<file path="src/hdl/cse_pkg.sv">
`default_nettype none

package cse_pkg;

  // datapath widths
  localparam int X_W    = 16;  // |angle|
  localparam int S_W    = 31;  // x^2, unsigned Q5.26
  localparam int R_W    = 32;  // reciprocal, unsigned Q0.32
  localparam int T_W    = 30;  // s*r rounded, unsigned Q.26
  localparam int ACC_W  = 34;  // accumulator, signed Q.26
  localparam int MA_W   = 35;  // multiplier operand a (signed)
  localparam int PROD_W = 68;  // multiplier product (signed)
  localparam int IDX_W  = 5;   // series index
  localparam int OUT_W  = 18;  // cosine, signed Q4.14

  localparam logic signed [39:0] ACC_ONE = 40'sd67108864;    // 1.0 in Q.26
  localparam logic signed [39:0] ACC_LIM = 40'sd4294967296;  // accumulator clamp
  localparam logic [22:0] OUT_POS_MAX = 23'd131071;
  localparam logic [22:0] OUT_NEG_MAX = 23'd131072;

  // r(i) = round(2^32 / ((2i-1)(2i))), entry 0 unused
  localparam logic [R_W-1:0] RECIP_Q32 [32] = '{
    32'd0,          32'd2147483648, 32'd357913941,  32'd143165577,
    32'd76695845,   32'd47721859,   32'd32537631,   32'd23598721,
    32'd17895697,   32'd14035841,   32'd11302546,   32'd9296466,
    32'd7780738,    32'd6607642,    32'd5681174,    32'd4936744,
    32'd4329604,    32'd3827957,    32'd3408704,    32'd3054742,
    32'd2753184,    32'd2494174,    32'd2270067,    32'd2074863,
    32'd1903798,    32'd1753048,    32'd1619520,    32'd1500687,
    32'd1394470,    32'd1299143,    32'd1213268,    32'd1135634
  };

  typedef enum logic [2:0] {
    ST_IDLE,
    ST_SQUARE,
    ST_MUL_T,
    ST_MUL_P,
    ST_DRAIN,
    ST_ROUND
  } state_t;

  typedef enum logic [1:0] {
    OP_SQUARE,
    OP_SCALE,
    OP_TERM
  } mul_op_t;

  typedef struct packed {
    mul_op_t op;
    logic    first;     // first scale step: s comes straight off the product
    logic    acc_step;  // fold the pending product into the accumulator
    logic    out_load;  // write the result register
  } ctl_t;

endpackage

`default_nettype wire

</file>
<file path="src/hdl/cse_ctrl.sv">
`default_nettype none

// Sequencer: square, then two multiplier passes per series term.
module cse_ctrl (
  input  wire logic                        clk,
  input  wire logic                        rst,
  input  wire logic                        go,
  input  wire logic [cse_pkg::IDX_W-1:0]   n_init,
  input  wire logic                        out_free,
  output cse_pkg::ctl_t                    ctl,
  output logic [cse_pkg::IDX_W-1:0]        idx,
  output logic                             idle
);
  import cse_pkg::*;

  state_t            state, state_next;
  logic              pend;   // a term product waits to be folded in
  logic [IDX_W-1:0]  idx_next;

  always_ff @(posedge clk) begin
    if (rst) begin
      state <= ST_IDLE;
      pend  <= 1'b0;
      idx   <= '0;
    end else begin
      state <= state_next;
      idx   <= idx_next;
      if (go)
        pend <= 1'b0;
      else if (state == ST_MUL_P)
        pend <= 1'b1;
    end
  end

  always_comb begin
    idx_next = idx;
    if (go)
      idx_next = n_init;
    else if (state == ST_MUL_P)
      idx_next = idx - IDX_W'(1);
  end

  always_comb begin
    state_next = state;
    case (state)
      ST_IDLE:   if (go) state_next = ST_SQUARE;
      ST_SQUARE: state_next = (idx == '0) ? ST_ROUND : ST_MUL_T;
      ST_MUL_T:  state_next = ST_MUL_P;
      ST_MUL_P:  state_next = (idx == IDX_W'(1)) ? ST_DRAIN : ST_MUL_T;
      ST_DRAIN:  state_next = ST_ROUND;
      ST_ROUND:  if (out_free) state_next = ST_IDLE;
      default:   state_next = ST_IDLE;
    endcase
  end

  always_comb begin
    ctl  = '{op: OP_SQUARE, first: 1'b0, acc_step: 1'b0, out_load: 1'b0};
    idle = 1'b0;
    case (state)
      ST_IDLE:   idle = 1'b1;
      ST_SQUARE: ctl.op = OP_SQUARE;
      ST_MUL_T: begin
        ctl.op       = OP_SCALE;
        ctl.first    = !pend;
        ctl.acc_step = pend;
      end
      ST_MUL_P:  ctl.op = OP_TERM;
      ST_DRAIN:  ctl.acc_step = 1'b1;
      ST_ROUND:  ctl.out_load = out_free;
      default:   idle = 1'b0;
    endcase
  end

endmodule

`default_nettype wire

</file>
<file path="config.mk">
export PLATFORM = sky130hd
export DESIGN_NAME = cse_ctrl
export DESIGN_NICKNAME = d
export VERILOG_FILES = /design/src/hdl/cse_pkg.sv /design/src/hdl/cse_ctrl.sv
export SDC_FILE = /design/constraint.sdc
export NUM_CORES = 1
export LEC_CHECK = 0
export ABC_CLOCK_PERIOD_IN_PS = 1100
export BUFFER_PORTS_ARGS = -buffer_cell sky130_fd_sc_hd__buf_2
export CORE_MARGIN = 2
export CORE_UTILIZATION = 43
export DETAILED_ROUTE_END_ITERATION = 8
export PLACE_DENSITY = 0.72
export SLEW_MARGIN = 20
export SYNTH_ARGS = -nofsm -noshare
export SYNTH_HDL_FRONTEND = slang
export SYNTH_SLANG_ARGS = --single-unit
export TNS_END_PERCENT = 30
</file>
<file path="constraint.sdc">
create_clock -name clk -period 1.1 [get_ports clk]
set_input_delay 0.055 -clock clk [delete_from_list [all_inputs] [get_ports clk]]
set_output_delay 0.055 -clock clk [all_outputs]
set_load 0.05 [all_outputs]
</file>
==> impl_metrics.json <==
{
  "routed_wl_mm": 1.61,
  "viasPerCell": 5.47,
  "cpMaxStageDelayCell": "dfxtp_4",
  "regArea_um2": 191,
  "portBuffers": 19,
  "status": "finished with violations",
  "ant_nets": 0,
  "switching_share": 0.395,
  "start_kind": "register",
  "numCtsBuffers": 3,
  "rows": 13,
  "gr-total-overflow": 0,
  "critical_path_class": "reg2out",
  "worstPathArrival_ns": 1.24,
  "gp_congestion": 0.734,
  "slowest_delay_ns": 0.37,
  "power_frac_comb": 0.494,
  "fin_setup_tns_ns": -1.23,
  "powerDensity_nw_per_um2": 1370,
  "multi_input_area_um2": 449,
  "worst_pin_slew_ns": 0.297,
  "tritoncts": "built",
  "ys_seq_elements": 9,
  "vdd.ir_drop.worst_mv": 0.841,
  "grt_max_degree": 16,
  "clk_pin_slew_ns": 0.07,
  "first_pass_iters": 4,
  "clock-sinks": 9,
  "final.min_clock_period_ns": 1.30,
  "critPathBufInv": 2,
  "clk_latency_ns": 0.28,
  "finalHoldViolCount": 0,
  "final_common_cell": "buf_2",
  "yosysSeqAreaShare": 0.294,
  "start_util": 0.464,
  "p_clk_frac": 0.208,
  "worst-path-max-fanout": 5,
  "cap_violations": 0,
  "grt.met1_usage": 0.221,
  "ctsHoldBuffers": 0,
  "synth_cell_types": 31,
  "rsz0062_at_grt": "yes",
  "final_core_util": 0.742,
  "drive_above_1_share": 0.578,
  "die_area_um2": 1740,
  "layout.cells.most_common_list": "buf_2, buf_4, buf_6",
  "nFillCells": 107,
  "grt_util_met3": 0.0130,
  "htreeDepth": 1,
  "cp_cell_sequence": "buf_6, nor3b_4, nor2b_4, buf_8",
  "p_int_w": 0.000810,
  "design.core.area_um2": 1320,
  "finalClockSkew_ns": 0.0111,
  "seqPwrFrac": 0.299,
  "syn_inst": 71,
  "p_leak_nw": 0.430,
  "io_pins": 20,
  "die_w_um": 41.7,
  "required_ns": 1.04,
  "num_vias": 640,
  "grt.busiest_layer": "met2",
  "die_h_um": 41.7,
  "grt_use_total": 0.195,
  "slew_headroom": 0.801,
  "layout.nets": 115,
  "drcViolationCount": 0,
  "worstSetupEndpointType": "output pin",
  "hold_class": "in2reg",
  "cts_max_path_buffers": 2,
  "synth_nets": 83,
  "routedWlPerCell_um": 13.8,
  "antennaDiodeCount": 0,
  "placed_cells": 108,
  "fmax_mhz": 771,
  "area_growth_pct": 59.7,
  "finalSetupViolCount": 14,
  "dp_hpwl_mm": 1.03,
  "antenna_found_initial": 0,
  "violations": "negative setup slack",
  "switchingPower_w": 0.000528,
  "timing.final.crit_share": 1.18,
  "cts-root-buf": "clkbuf_4",
  "grt_pass1_vias": 605,
  "yosys_warnings": 0,
  "setup_ws_ns": -0.196,
  "final_cells": 117,
  "syn_area_per_cell_um2": 8.62,
  "met2_usage": 0.341,
  "drt_iter0_markers": 7,
  "syn-cell-area_um2": 612,
  "path_delay_family": "flip-flops",
  "drv_slew": 0,
  "grt_pass1_wl_mm": 2.55
}
## through the flow
stage               cell area [um2]  worst slack [ns]  power [W]  hold WS [ns]
detailed placement              788            -0.141   0.000898         0.307
CTS                             888            -0.196    0.00125        0.0164
floorplan                       659            -0.364   0.000787         0.188
finish                          977            -0.196    0.00134       0.00877
global placement                788            -0.105   0.000888         0.292
global route                    977            -0.272    0.00140        0.0174
## state kept, by name, indices dropped and copies added (netlist names)
signal	count
state	3
pend	1
idx	5
## tightest hold or removal path, delay by kind of cell
family	cells	cell delay (ns)
buffers and inverters	1	0.09
and+or+nand+nor	1	0.05
AOI/OAI and AO/OA	1	0.05
## logic make-up (layout without fill, tap and decap cells)
kind of cell,after synthesis,in the layout,share of synthesized area
simple gates,27,27,0.276
compound gates,19,19,0.252
xor+xnor,1,1,0.0143
fa+ha+maj,3,3,0.0614
mux,1,1,0.0184
flops,9,9,0.294
buf+inv,11,42,0.0838
## power by group through the flow
stage	Combinational [W]	Sequential, W	Clock, W
final	0.000661	0.000400	0.000278
after global placement	0.000492	0.000397	0
after floorplan	0.000346	0.000440	0
after detailed placement	0.000500	0.000398	0
after CTS	0.000574	0.000396	0.000277
after global routing	0.000700	0.000405	0.000299
## area by class of cell
type | count | share of cell area
timing repair buffer | 33 | 0.277
inverter | 5 | 0.0218
tap | 15 | 0.0192
sequential | 9 | 0.196
clock buffer | 4 | 0.0269
multi-input combinational | 51 | 0.460
## path summary, 6_finish.rpt
kind,from,to,slack [ns],depth (start not counted)
worst min-delay path,n_init[1],idx[1]$_SDFFE_PP0P_,0.009,3
worst min register to register,pend$_SDFFE_PP0N_,pend$_SDFFE_PP0N_,0.59,1
worst max-delay path,state[1]$_SDFFE_PP0P_,ctl[2],-0.20,4
worst max register to register,state[2]$_SDFFE_PP0P_,idx[4]$_SDFFE_PP0P_,-0.09,3
## what timing repair did
| item | 4_1_cts | 5_1_grt |
|---|---|---|
| buffers inserted | 2 | 3 |
| setup endpoints to repair | 14 | 15 |
| pin swaps | 5 | 4 |
| gates resized for setup | 20 | 20 |
| hold endpoints to repair | 0 | 0 |
## metal layers
metal	vias up	share of wire
li1	320	-
met1	294	0.41
met4	0	0.028
met2	21	0.53
met3	5	0.030
met5	-	0
## Yosys cell counts
library cell | instances | area share
dfxtp_1 | 9 | 0.29
a21oi_1 | 5 | 0.041
inv_1 | 5 | 0.031
nor3_1 | 5 | 0.041
nor2_1 | 4 | 0.025
a2111oi_2 | 3 | 0.074
clkbuf_1 | 3 | 0.018
ha_1 | 3 | 0.061
nand2_1 | 3 | 0.018
nor2b_1 | 3 | 0.031
a211oi_1 | 2 | 0.025
and4b_1 | 2 | 0.033
buf_2 | 2 | 0.016
nand2b_1 | 2 | 0.020
nand4b_1 | 2 | 0.029
o21a_1 | 2 | 0.025
o21ai_1 | 2 | 0.016
a21boi_1 | 1 | 0.012
a2bb2o_1 | 1 | 0.016
a311oi_1 | 1 | 0.014
and3_4 | 1 | 0.018
and3b_1 | 1 | 0.014
buf_6 | 1 | 0.018
mux2_1 | 1 | 0.018
nand3b_1 | 1 | 0.012
nand4_1 | 1 | 0.010
nor3b_1 | 1 | 0.012
o211a_1 | 1 | 0.016
o211ai_1 | 1 | 0.012
or2b_1 | 1 | 0.012
xnor2_1 | 1 | 0.014
(Power assumes the default switching activity.)
